===== src/rtl/shot_pkg.sv =====
// ----------------------------------------------------------------------------
// shot_pkg - shared hold output tracker package
// Types, codes and helpers shared by the tracker top level and its parts.
// ----------------------------------------------------------------------------
`default_nettype none

package shot_pkg;

    // input op codes
    localparam logic [1:0] OP_SAMPLE  = 2'd0;
    localparam logic [1:0] OP_LEAVE   = 2'd1;
    localparam logic [1:0] OP_CLEAR   = 2'd2;

    // output kind codes
    localparam logic [1:0] KIND_NONE  = 2'd0;
    localparam logic [1:0] KIND_KEY   = 2'd1;
    localparam logic [1:0] KIND_MOUSE = 2'd2;

    // field widths
    localparam int OWNER_W = 6;
    localparam int CODE_W  = 16;

    // results per input item, and the width of a counter that holds it
    localparam int RES_LIMIT = 16;
    localparam int CNT_W     = 5;

    // sequencer states
    typedef enum logic [2:0] {
        ST_IDLE,
        ST_MATCH,
        ST_APPLY,
        ST_LEAVE,
        ST_CLEAR,
        ST_FLUSH
    } shot_state_t;

    // output identity kept per held entry
    typedef struct packed {
        logic [1:0]        kind;
        logic [CODE_W-1:0] code;
        logic              ext;
    } shot_key_t;

    // one result beat
    typedef struct packed {
        logic [1:0]        kind;
        logic [CODE_W-1:0] code;
        logic              ext;
        logic              key_up;
        logic              full;
    } shot_result_t;

    // sequencer to result buffer
    typedef struct packed {
        logic push;
        logic flush;
    } shot_buf_ctrl_t;

    // result buffer to sequencer
    typedef struct packed {
        logic room;
        logic pend_valid;
    } shot_buf_stat_t;

    // keyboard code 0 and mouse buttons outside 1..4 make no event
    function automatic logic audible(input logic [1:0] kind, input logic [CODE_W-1:0] code);
        logic res;
        res = 1'b0;
        if (kind == KIND_KEY) begin
            res = (code != '0);
        end
        else if (kind == KIND_MOUSE) begin
            res = (code >= CODE_W'(1)) && (code <= CODE_W'(4));
        end
        return res;
    endfunction

    // build a result beat from an output identity
    function automatic shot_result_t make_result(input shot_key_t key, input logic up,
                                                 input logic full);
        shot_result_t r;
        r.kind   = key.kind;
        r.code   = key.code;
        r.ext    = (key.kind == KIND_KEY) ? key.ext : 1'b0;
        r.key_up = up;
        r.full   = full;
        return r;
    endfunction

endpackage

`default_nettype wire


===== src/rtl/shot_entry_store.sv =====
// ----------------------------------------------------------------------------
// shot_entry_store - held entry identity memory
// One write port and one read port with registered read data, holding the
// kind, code and extended flag of each held entry.
// ----------------------------------------------------------------------------
`default_nettype none

module shot_entry_store #(
    parameter int DEPTH = 16,
    parameter int AW    = 4
) (
    input  wire                 clk,
    input  wire                 we,
    input  wire [AW-1:0]        waddr,
    input  shot_pkg::shot_key_t wdata,
    input  wire [AW-1:0]        raddr,
    output shot_pkg::shot_key_t rdata
);

    shot_pkg::shot_key_t mem [DEPTH];
    shot_pkg::shot_key_t rdata_reg;

    // write port
    always_ff @(posedge clk)
    begin
        if (we) begin
            mem[waddr] <= wdata;
        end
    end

    // registered read port
    always_ff @(posedge clk)
    begin
        rdata_reg <= mem[raddr];
    end

    assign rdata = rdata_reg;

endmodule

`default_nettype wire


===== src/rtl/shot_result_buf.sv =====
// ----------------------------------------------------------------------------
// shot_result_buf - result holding stage and output register
// Keeps the newest result back until the next one or the end of the item is
// known, so that the final beat of an item carries tlast.
// ----------------------------------------------------------------------------
`default_nettype none

module shot_result_buf (
    input  wire                      clk,
    input  wire                      rst_n,
    input  shot_pkg::shot_buf_ctrl_t ctrl,
    input  shot_pkg::shot_result_t   push_data,
    output shot_pkg::shot_buf_stat_t stat,
    output logic                     m_axis_tvalid,
    input  wire                      m_axis_tready,
    // emit_kind[1:0], emit_code[17:2], emit_extended[18], key_up[19], zero fill
    output logic [23:0]              m_axis_tdata,
    // table_full[0]
    output logic [0:0]               m_axis_tuser,
    output logic                     m_axis_tlast
);

    shot_pkg::shot_result_t pend_reg, pend_next;
    logic                   pend_valid_reg, pend_valid_next;
    shot_pkg::shot_result_t out_reg, out_next;
    logic                   out_last_reg, out_last_next;
    logic                   out_valid_reg, out_valid_next;
    logic                   out_free;
    logic                   load;

    // move the held beat out when a newer one comes or the item ends
    always_comb
    begin
        out_free        = !out_valid_reg || m_axis_tready;
        load            = pend_valid_reg && out_free && (ctrl.push || ctrl.flush);
        out_next        = out_reg;
        out_last_next   = out_last_reg;
        out_valid_next  = out_valid_reg && !m_axis_tready;
        pend_next       = pend_reg;
        pend_valid_next = pend_valid_reg;
        if (load) begin
            out_next       = pend_reg;
            out_last_next  = ctrl.flush;
            out_valid_next = 1'b1;
        end
        if (ctrl.push && (!pend_valid_reg || out_free)) begin
            pend_next       = push_data;
            pend_valid_next = 1'b1;
        end
        else if (load) begin
            pend_valid_next = 1'b0;
        end
    end

    // control state
    always_ff @(posedge clk or negedge rst_n)
    begin
        if (!rst_n) begin
            pend_valid_reg <= 1'b0;
            out_valid_reg  <= 1'b0;
        end
        else begin
            pend_valid_reg <= pend_valid_next;
            out_valid_reg  <= out_valid_next;
        end
    end

    // payload
    always_ff @(posedge clk)
    begin
        pend_reg     <= pend_next;
        out_reg      <= out_next;
        out_last_reg <= out_last_next;
    end

    assign stat.room       = !pend_valid_reg || out_free;
    assign stat.pend_valid = pend_valid_reg;

    // output packing
    assign m_axis_tvalid = out_valid_reg;
    assign m_axis_tdata  = {4'b0000, out_reg.key_up, out_reg.ext, out_reg.code, out_reg.kind};
    assign m_axis_tuser  = out_reg.full;
    assign m_axis_tlast  = out_last_reg;

endmodule

`default_nettype wire


===== src/rtl/shared_hold_output_tracker.sv =====
// ----------------------------------------------------------------------------
// shared_hold_output_tracker - reference-counted shared hold tracker
// Maps button owners onto shared key and mouse outputs and emits press and
// release beats when the first owner joins or the last owner leaves.
// ----------------------------------------------------------------------------
// One item at a time: an accepted item walks the held entry table one entry
// per cycle through a single compare and mask-update path. A button edge with
// a mapped output runs a match pass over all MAX_ENTRIES entries and then an
// apply step; a falling edge also runs a leave pass, a release-one-owner item
// runs only a leave pass, and release-everything runs one clear pass. A flush
// step closes the item. A stalled result side holds the apply step and the
// leave and clear walks. At most 16 results come from one item; the final
// one carries tlast. Ready is high only between items, while the last result
// of the previous item may still wait at the output.
// ----------------------------------------------------------------------------
`default_nettype none

module shared_hold_output_tracker #(
    parameter int MAX_ENTRIES = 16,
    parameter int MAX_OWNERS  = 64
) (
    input  wire         clk,
    input  wire         rst_n,
    input  wire         s_axis_tvalid,
    output logic        s_axis_tready,
    // owner[5:0], pressed[6], out_kind[8:7], out_code[24:9], out_extended[25], zero fill
    input  wire  [31:0] s_axis_tdata,
    // op[1:0]
    input  wire  [1:0]  s_axis_tuser,
    output logic        m_axis_tvalid,
    input  wire         m_axis_tready,
    // emit_kind[1:0], emit_code[17:2], emit_extended[18], key_up[19], zero fill
    output logic [23:0] m_axis_tdata,
    // table_full[0]
    output logic [0:0]  m_axis_tuser,
    output logic        m_axis_tlast
);

    localparam int IW = (MAX_ENTRIES > 1) ? $clog2(MAX_ENTRIES) : 1;
    localparam int OW = (MAX_OWNERS > 1) ? $clog2(MAX_OWNERS) : 1;
    localparam logic [IW-1:0] LAST_IDX = IW'(MAX_ENTRIES - 1);

    // input fields
    logic [shot_pkg::OWNER_W-1:0] in_owner;
    logic                         in_pressed;
    shot_pkg::shot_key_t          in_key;
    logic [1:0]                   in_op;
    logic                         in_accept;
    logic                         owner_ok;
    logic [OW-1:0]                owner_idx;

    assign in_owner    = s_axis_tdata[5:0];
    assign in_pressed  = s_axis_tdata[6];
    assign in_key.kind = s_axis_tdata[8:7];
    assign in_key.code = s_axis_tdata[24:9];
    assign in_key.ext  = s_axis_tdata[25];
    assign in_op       = s_axis_tuser;
    assign owner_ok    = ({1'b0, in_owner} < 7'(MAX_OWNERS));
    assign owner_idx   = in_owner[OW-1:0];

    // state
    shot_pkg::shot_state_t state_reg, state_next;
    logic [IW-1:0]         idx_reg, idx_next;
    logic                  rise_reg, rise_next;
    shot_pkg::shot_key_t   key_reg, key_next;
    logic [MAX_OWNERS-1:0] bit_reg, bit_next;
    logic                  hit_reg, hit_next;
    logic                  free_reg, free_next;
    logic [IW-1:0]         hit_idx_reg, hit_idx_next;
    logic [IW-1:0]         free_idx_reg, free_idx_next;
    logic [shot_pkg::CNT_W-1:0] count_reg, count_next;
    logic [MAX_OWNERS-1:0] prev_level_reg, prev_level_next;
    logic [MAX_ENTRIES-1:0] entry_valid_reg;
    logic [MAX_OWNERS-1:0] entry_mask_reg [MAX_ENTRIES];

    // table write port
    logic                  tbl_we;
    logic                  tbl_valid;
    logic [MAX_OWNERS-1:0] tbl_mask;

    // identity memory
    logic                  mem_we;
    shot_pkg::shot_key_t   rd_key;

    // result path
    logic                     emit_req;
    logic                     emit_go;
    logic                     step_ok;
    shot_pkg::shot_result_t   emit_data;
    shot_pkg::shot_buf_ctrl_t buf_ctrl;
    shot_pkg::shot_buf_stat_t buf_stat;

    // entry seen at the walk index
    logic                  cur_valid;
    logic [MAX_OWNERS-1:0] cur_mask;
    logic [MAX_OWNERS-1:0] cur_left;
    logic                  cur_match;
    logic                  fin_hit;
    logic                  fin_free;

    assign cur_valid = entry_valid_reg[idx_reg];
    assign cur_mask  = entry_mask_reg[idx_reg];
    assign cur_left  = cur_mask & ~bit_reg;
    assign cur_match = cur_valid && (rd_key == key_reg);
    assign fin_hit   = hit_reg || cur_match;
    assign fin_free  = free_reg || !cur_valid;

    shot_entry_store #(
        .DEPTH (MAX_ENTRIES),
        .AW    (IW)
    ) u_store (
        .clk   (clk),
        .we    (mem_we),
        .waddr (idx_reg),
        .wdata (key_reg),
        .raddr (idx_next),
        .rdata (rd_key)
    );

    // sequencer: next state, table updates and result requests
    always_comb
    begin
        state_next      = state_reg;
        idx_next        = idx_reg;
        rise_next       = rise_reg;
        key_next        = key_reg;
        bit_next        = bit_reg;
        hit_next        = hit_reg;
        free_next       = free_reg;
        hit_idx_next    = hit_idx_reg;
        free_idx_next   = free_idx_reg;
        count_next      = count_reg;
        prev_level_next = prev_level_reg;
        tbl_we          = 1'b0;
        tbl_valid       = 1'b0;
        tbl_mask        = '0;
        mem_we          = 1'b0;
        emit_req        = 1'b0;
        emit_data       = shot_pkg::make_result(key_reg, 1'b0, 1'b0);
        buf_ctrl.flush  = 1'b0;
        s_axis_tready   = 1'b0;

        // a result is dropped once the item has given its limit
        emit_go = 1'b0;
        step_ok = 1'b1;

        unique case (state_reg)
            shot_pkg::ST_IDLE:
            begin
                s_axis_tready = 1'b1;
                idx_next      = '0;
                if (in_accept) begin
                    key_next   = in_key;
                    bit_next   = MAX_OWNERS'(1) << owner_idx;
                    rise_next  = in_pressed;
                    hit_next   = 1'b0;
                    free_next  = 1'b0;
                    count_next = '0;
                    state_next = shot_pkg::ST_FLUSH;
                    priority case (in_op)
                        shot_pkg::OP_SAMPLE:
                        begin
                            if (owner_ok) begin
                                prev_level_next[owner_idx] = in_pressed;
                                if ((in_pressed != prev_level_reg[owner_idx]) &&
                                    ((in_key.kind == shot_pkg::KIND_KEY) ||
                                     (in_key.kind == shot_pkg::KIND_MOUSE))) begin
                                    state_next = shot_pkg::ST_MATCH;
                                end
                                else if (!in_pressed && prev_level_reg[owner_idx]) begin
                                    state_next = shot_pkg::ST_LEAVE;
                                end
                            end
                        end
                        shot_pkg::OP_LEAVE:
                        begin
                            if (owner_ok) begin
                                state_next = shot_pkg::ST_LEAVE;
                            end
                        end
                        shot_pkg::OP_CLEAR:
                        begin
                            prev_level_next = '0;
                            state_next      = shot_pkg::ST_CLEAR;
                        end
                        default:
                        begin
                            state_next = shot_pkg::ST_FLUSH;
                        end
                    endcase
                end
            end

            // find the matching entry and the lowest free one
            shot_pkg::ST_MATCH:
            begin
                if (cur_match && !hit_reg) begin
                    hit_next     = 1'b1;
                    hit_idx_next = idx_reg;
                end
                if (!cur_valid && !free_reg) begin
                    free_next     = 1'b1;
                    free_idx_next = idx_reg;
                end
                if (idx_reg == LAST_IDX) begin
                    state_next = shot_pkg::ST_APPLY;
                    if (fin_hit) begin
                        idx_next = hit_reg ? hit_idx_reg : idx_reg;
                    end
                    else if (fin_free) begin
                        idx_next = free_reg ? free_idx_reg : idx_reg;
                    end
                end
                else begin
                    idx_next = idx_reg + IW'(1);
                end
            end

            // join, allocate, flag a full table, or leave the matched entry
            shot_pkg::ST_APPLY:
            begin
                if (rise_reg) begin
                    if (hit_reg) begin
                        tbl_we    = 1'b1;
                        tbl_valid = 1'b1;
                        tbl_mask  = cur_mask | bit_reg;
                    end
                    else if (free_reg) begin
                        emit_req  = shot_pkg::audible(key_reg.kind, key_reg.code);
                        emit_data = shot_pkg::make_result(key_reg, 1'b0, 1'b0);
                    end
                    else begin
                        emit_req  = 1'b1;
                        emit_data = shot_pkg::make_result(key_reg, 1'b0, 1'b1);
                    end
                end
                else if (hit_reg && ((cur_mask & bit_reg) != '0)) begin
                    emit_req  = (cur_left == '0) &&
                                shot_pkg::audible(key_reg.kind, key_reg.code);
                    emit_data = shot_pkg::make_result(key_reg, 1'b1, 1'b0);
                end
                emit_go = emit_req && (count_reg < shot_pkg::CNT_W'(shot_pkg::RES_LIMIT));
                step_ok = !emit_go || buf_stat.room;
                if (step_ok) begin
                    if (rise_reg) begin
                        if (!hit_reg && free_reg) begin
                            mem_we    = 1'b1;
                            tbl_we    = 1'b1;
                            tbl_valid = 1'b1;
                            tbl_mask  = bit_reg;
                        end
                        state_next = shot_pkg::ST_FLUSH;
                    end
                    else begin
                        if (hit_reg && ((cur_mask & bit_reg) != '0)) begin
                            tbl_we    = 1'b1;
                            tbl_valid = (cur_left != '0);
                            tbl_mask  = cur_left;
                        end
                        idx_next   = '0;
                        state_next = shot_pkg::ST_LEAVE;
                    end
                end
                else begin
                    tbl_we = 1'b0;
                end
            end

            // take the owner out of every entry, releasing emptied ones
            shot_pkg::ST_LEAVE:
            begin
                if (cur_valid && ((cur_mask & bit_reg) != '0)) begin
                    emit_req  = (cur_left == '0) && shot_pkg::audible(rd_key.kind, rd_key.code);
                    emit_data = shot_pkg::make_result(rd_key, 1'b1, 1'b0);
                end
                emit_go = emit_req && (count_reg < shot_pkg::CNT_W'(shot_pkg::RES_LIMIT));
                step_ok = !emit_go || buf_stat.room;
                if (step_ok) begin
                    if (cur_valid && ((cur_mask & bit_reg) != '0)) begin
                        tbl_we    = 1'b1;
                        tbl_valid = (cur_left != '0);
                        tbl_mask  = cur_left;
                    end
                    if (idx_reg == LAST_IDX) begin
                        state_next = shot_pkg::ST_FLUSH;
                    end
                    else begin
                        idx_next = idx_reg + IW'(1);
                    end
                end
            end

            // release every held entry
            shot_pkg::ST_CLEAR:
            begin
                if (cur_valid) begin
                    emit_req  = shot_pkg::audible(rd_key.kind, rd_key.code);
                    emit_data = shot_pkg::make_result(rd_key, 1'b1, 1'b0);
                end
                emit_go = emit_req && (count_reg < shot_pkg::CNT_W'(shot_pkg::RES_LIMIT));
                step_ok = !emit_go || buf_stat.room;
                if (step_ok) begin
                    if (cur_valid) begin
                        tbl_we    = 1'b1;
                        tbl_valid = 1'b0;
                        tbl_mask  = '0;
                    end
                    if (idx_reg == LAST_IDX) begin
                        state_next = shot_pkg::ST_FLUSH;
                    end
                    else begin
                        idx_next = idx_reg + IW'(1);
                    end
                end
            end

            // hand over the held result with tlast
            shot_pkg::ST_FLUSH:
            begin
                buf_ctrl.flush = buf_stat.pend_valid;
                if (!buf_stat.pend_valid || buf_stat.room) begin
                    state_next = shot_pkg::ST_IDLE;
                    idx_next   = '0;
                end
            end

            default:
            begin
                state_next = shot_pkg::ST_IDLE;
            end
        endcase

        buf_ctrl.push = emit_go && step_ok;
        if (buf_ctrl.push) begin
            count_next = count_reg + shot_pkg::CNT_W'(1);
        end
    end

    assign in_accept = s_axis_tvalid && (state_reg == shot_pkg::ST_IDLE);

    // control state and table
    always_ff @(posedge clk or negedge rst_n)
    begin
        if (!rst_n) begin
            state_reg       <= shot_pkg::ST_IDLE;
            idx_reg         <= '0;
            count_reg       <= '0;
            hit_reg         <= 1'b0;
            free_reg        <= 1'b0;
            prev_level_reg  <= '0;
            entry_valid_reg <= '0;
            for (int e = 0; e < MAX_ENTRIES; e++) begin
                entry_mask_reg[e] <= '0;
            end
        end
        else begin
            state_reg      <= state_next;
            idx_reg        <= idx_next;
            count_reg      <= count_next;
            hit_reg        <= hit_next;
            free_reg       <= free_next;
            prev_level_reg <= prev_level_next;
            if (tbl_we) begin
                entry_valid_reg[idx_reg] <= tbl_valid;
                entry_mask_reg[idx_reg]  <= tbl_mask;
            end
        end
    end

    // item payload
    always_ff @(posedge clk)
    begin
        rise_reg     <= rise_next;
        key_reg      <= key_next;
        bit_reg      <= bit_next;
        hit_idx_reg  <= hit_idx_next;
        free_idx_reg <= free_idx_next;
    end

    shot_result_buf u_buf (
        .clk           (clk),
        .rst_n         (rst_n),
        .ctrl          (buf_ctrl),
        .push_data     (emit_data),
        .stat          (buf_stat),
        .m_axis_tvalid (m_axis_tvalid),
        .m_axis_tready (m_axis_tready),
        .m_axis_tdata  (m_axis_tdata),
        .m_axis_tuser  (m_axis_tuser),
        .m_axis_tlast  (m_axis_tlast)
    );

    // held entries always have at least one owner
    logic [MAX_ENTRIES-1:0] mask_nz;

    always_comb
    begin
        for (int e = 0; e < MAX_ENTRIES; e++) begin
            mask_nz[e] = (entry_mask_reg[e] != '0);
        end
    end

    // checks
    a_valid_has_owner: assert property (@(posedge clk) disable iff (!rst_n)
        entry_valid_reg == mask_nz)
        else $error("held entry valid bits disagree with owner masks");

    a_idle_nothing_held: assert property (@(posedge clk) disable iff (!rst_n)
        (state_reg == shot_pkg::ST_IDLE) |-> !buf_stat.pend_valid)
        else $error("result still held back between items");

    a_count_limit: assert property (@(posedge clk) disable iff (!rst_n)
        count_reg <= shot_pkg::CNT_W'(shot_pkg::RES_LIMIT))
        else $error("result count beyond limit");

    a_busy_after_accept: assert property (@(posedge clk) disable iff (!rst_n)
        (s_axis_tvalid && s_axis_tready) |=> !s_axis_tready)
        else $error("ready again right after an accepted beat");

    a_push_has_room: assert property (@(posedge clk) disable iff (!rst_n)
        buf_ctrl.push |-> buf_stat.room)
        else $error("result pushed without room");

endmodule

`default_nettype wire


===== config.mk =====
export PLATFORM = sky130hd
export DESIGN_NAME = shared_hold_output_tracker
export DESIGN_NICKNAME = d
export VERILOG_FILES = /design/src/rtl/shot_pkg.sv /design/src/rtl/shot_entry_store.sv /design/src/rtl/shot_result_buf.sv /design/src/rtl/shared_hold_output_tracker.sv
export SDC_FILE = /design/constraint.sdc
export NUM_CORES = 2
export LEC_CHECK = 0
export ABC_AREA = 1
export BUFFER_PORTS_ARGS = -buffer_cell sky130_fd_sc_hd__buf_2
export CAP_MARGIN = 40
export CORE_MARGIN = 5
export CORE_UTILIZATION = 56
export CTS_CLUSTER_DIAMETER = 30
export DETAILED_ROUTE_END_ITERATION = 8
export GPL_ROUTABILITY_DRIVEN = 0
export PLACE_DENSITY = 0.72
export RECOVER_POWER = 25
export SYNTH_ARGS = -nofsm -noshare
export SYNTH_HDL_FRONTEND = slang
export SYNTH_SLANG_ARGS = --single-unit

===== constraint.sdc =====
create_clock -name clk -period 5.5 [get_ports clk]
set_input_delay 0.825 -clock clk [delete_from_list [all_inputs] [get_ports clk]]
set_output_delay 0.825 -clock clk [all_outputs]
set_load 0.1 [all_outputs]

==> results.py <==
metrics = {
    "synthesis": {
        "yosys_most_used_dff": "dfrtp_1",
        "ys_seq_area_frac": 0.548,
        "synth_edf_count": 439,
        "syn_inst": 9319,
        "yosysWarningCount": 0,
        "synth.avg_cell_area_um2": 8.15,
        "synth_area_um2": 75900,
        "ys_types": 55,
        "synth-async-reset-ratio": 0.710,
        "ys_seq_elements": 1578,
    },
    "power_and_ir_drop": {
        "irDropWorstVdd_v": 0.000729,
        "p_switching_mw": 17.2,
        "p_clk_frac": 0.440,
        "seq_power_share": 0.278,
        "power_density_nw_per_um2": 537,
        "leakagePower_nw": 41.1,
        "p_int_mw": 32.0,
        "p_comb_frac": 0.282,
        "finalPower_mw": 49.2,
        "power_switching_share": 0.350,
    },
    "setup_path": {
        "r2r-end": "u_store.rdata[3]",
        "cp.arrival_ns": 6.08,
        "crit_type": "reg -> reg",
        "required_ns": 6.27,
        "startpoint_type": "register",
        "cp_max_fo": 58,
        "cp-end-kind": "register",
        "timing.rr.start": "idx_reg[1]",
        "reg2regPathDepth": 26,
        "rrSetupSlack_ns": 0.19,
        "endpoint": "u_store.rdata[3]",
        "crit_path_start": "idx_reg[1]",
    },
    "timing": {
        "fin_skew_ns": 0.0991,
        "hold_viol": 0,
        "fmaxAchievable_ghz": 0.188,
        "whs_ns": 0.0660,
        "layout_min_cycle_time_ns": 5.31,
        "tns_ns": 0,
        "tightestPinTransition_ns": 2.86,
        "rsz0062_at_grt": "false",
        "min_period_over_period": 0.966,
        "setup_viol": 0,
        "maxSlewHeadroom": -0.910,
        "slew_violations": 562,
    },
    "outcome": {
        "status": "complete, but fails checks",
        "violations": "max-capacitance violations, max-slew violations",
    },
    "floorplan": {
        "fp.dieW_um": 378,
        "rows": 135,
        "initial_utilization": 0.562,
        "io_pins": 66,
        "floorplan.die_area_um2": 143000,
        "core_um2": 135000,
        "die_h_um": 378,
    },
    "global_route": {
        "grt.overflow.total": 0,
        "grt_pass1_vias": 65500,
        "track_usage": 0.330,
        "grt_pass1_wl_um": 369000,
        "grt_max_degree": 159,
        "antenna_found_initial": 7,
    },
    "final_layout": {
        "fin_nets": 9395,
        "final_cell_count_no_fill": 11400,
        "final_cell_mix": "2827 x nand2_1, 1118 x dfrtp_1, 1080 x o21ai_0",
        "drive_gt1_frac": 0.107,
        "final_common_cell": "nand2_1",
        "final_util": 0.678,
        "largest_register_ffs": 1024,
        "area_delta_synth_final_pct": 20.7,
    },
    "routing": {
        "firstDrtPassIters": 6,
        "drc_errors": 0,
        "drt_iter0_markers": 7894,
        "via_count": 67100,
        "viasPerCell": 5.88,
        "wirelength_um": 237000,
        "drtAntennaViolNets": 0,
        "wl_per_cell_um": 20.8,
    },
    "clock_network": {
        "clk_latency_ns": 0.94,
        "root_buffer": "clkbuf_16",
        "clk_path_buf_depth": 4,
        "htree_levels": 5,
        "cts_sinks": 1578,
        "cts_buffers": 358,
        "clk_pin_slew_ns": 0.06,
        "postCtsSetupRepairBufs": 0,
        "cts_tree": "done",
    },
    "min_path": {
        "whs_path_depth": 1,
        "hp-class": "in -> reg",
    },
    "placed_design": {
        "dp.cells": 10800,
        "hpwl_um": 133000,
        "port_buffers": 55,
    },
    "job": {
        "maxCapViolations": 7,
    },
}
-- repair_timing --
action | in CTS | in global routing
hold endpoints to repair | 6 | 0
endpoints found under the setup margin | 0 | 3
resized for setup | 0 | 6
hold buffers | 1 | 0
-- synth_stat cells, types with 8 or more instances --
library cell / number / area, um2
nand2_1: 2843 / 10700
dfrtp_1: 1120 / 28000
o21ai_0: 1080 / 5410
nor2_1: 832 / 3120
inv_1: 668 / 2510
nand3_1: 511 / 2560
edfxtp_1: 439 / 13200
o21ai_1: 427 / 2140
buf_2: 286 / 1430
clkbuf_1: 257 / 965
a21oi_1: 230 / 1150
nand3b_1: 114 / 856
buf_4: 80 / 601
or2_2: 67 / 419
a211oi_1: 66 / 495
a311oi_1: 64 / 561
buf_1: 29 / 109
clkbuf_2: 23 / 115
nor3_1: 21 / 105
dfxtp_1: 19 / 380
o221ai_1: 19 / 166
a22oi_1: 17 / 128
nand4_1: 15 / 93.8
o22ai_1: 10 / 62.6
xor2_1: 8 / 70.1
-- cell type report --
| type | count | area (um2) |
|---|---|---|
| clock buffer | 434 | 9700 |
| sequential | 1578 | 41600 |
| timing repair buffer | 347 | 4020 |
| clock inverter | 196 | 2590 |
| multi-input combinational | 6388 | 28900 |
| antenna | 4 | 10.0 |
| tap | 1781 | 2230 |
| fill | 10300 | 43500 |
| inverter | 678 | 2570 |
-- power groups by stage --
stage	Sequential (mW)	Clock [mW]	Combinational, mW
floorplan	13.8	0	8.58
global placement	13.8	0	13.1
detailed placement	13.8	0	13.4
CTS	13.7	21.8	13.6
global route	13.8	22.5	15.0
finish	13.7	21.6	13.9
-- worst min-delay path by stage --
stage          slack [ns]                      to               start
2_1_floorplan        0.40   u_buf.m_axis_tdata[0]  u_buf.pend_reg[19]
3_3_place_gp         0.41  u_buf.m_axis_tdata[12]  u_buf.pend_reg[13]
3_5_place_dp         0.40  u_buf.m_axis_tdata[18]   u_buf.pend_reg[2]
4_1_cts              0.01              key_reg[2]    s_axis_tdata[10]
5_1_grt              0.04              key_reg[0]    s_axis_tdata[25]
6_report             0.07              key_reg[2]    s_axis_tdata[10]
-- routing by layer --
| metal | up-vias | GRT usage | share of wire |
|---|---|---|---|
| met1 | 32000 | 0.433 | 0.39 |
| met3 | 751 | 0.0877 | 0.11 |
| met4 | 10 | 0.150 | 0.043 |
| li1 | 30600 | - | - |
| met2 | 3816 | 0.517 | 0.46 |
| met5 | - | 0 | 0.00017 |
-- critical path, stage by stage (launching register included) --
cell	delay (ns)
dfrtp_4	0.51
inv_8	0.42
buf_12	0.30
nor2_1	0.08
nand2_1	0.07
nand2_1	0.05
nand2_1	0.05
nand2_1	0.12
o21ai_1	0.25
nand2_1	0.08
nor2_1	0.32
nand2_1	0.16
nor2_1	0.21
nand2_1	0.09
nor2_2	0.42
nand3_1	0.31
nand2_1	0.13
nand2_1	0.15
o21ai_0	0.20
nand3_1	0.12
o21ai_0	0.09
nand2_1	0.12
inv_1	0.11
buf_12	0.25
nand3_1	0.12
nand3_1	0.18
nand2_1	0.11
-- kinds of logic after synthesis --
family          after synthesis  synth area share
xor+xnor                     11           0.00127
buf+inv                    1356            0.0764
other cells                   1         0.0000494
fa+ha+maj                     6          0.000989
flops                      1578             0.548
compound gates             1946             0.137
simple gates               4420             0.237
mux                           1          0.000132
-- metrics by stage --
stage	setup slack [ns]	instance area, um2
after CTS	0.275	91700
after global routing	0.00920	91600
after detailed placement	0.332	79400
after global placement	0.303	79300
final	0.189	91600
after floorplan	0.653	75900
Power figures use the tool's default switching activity.
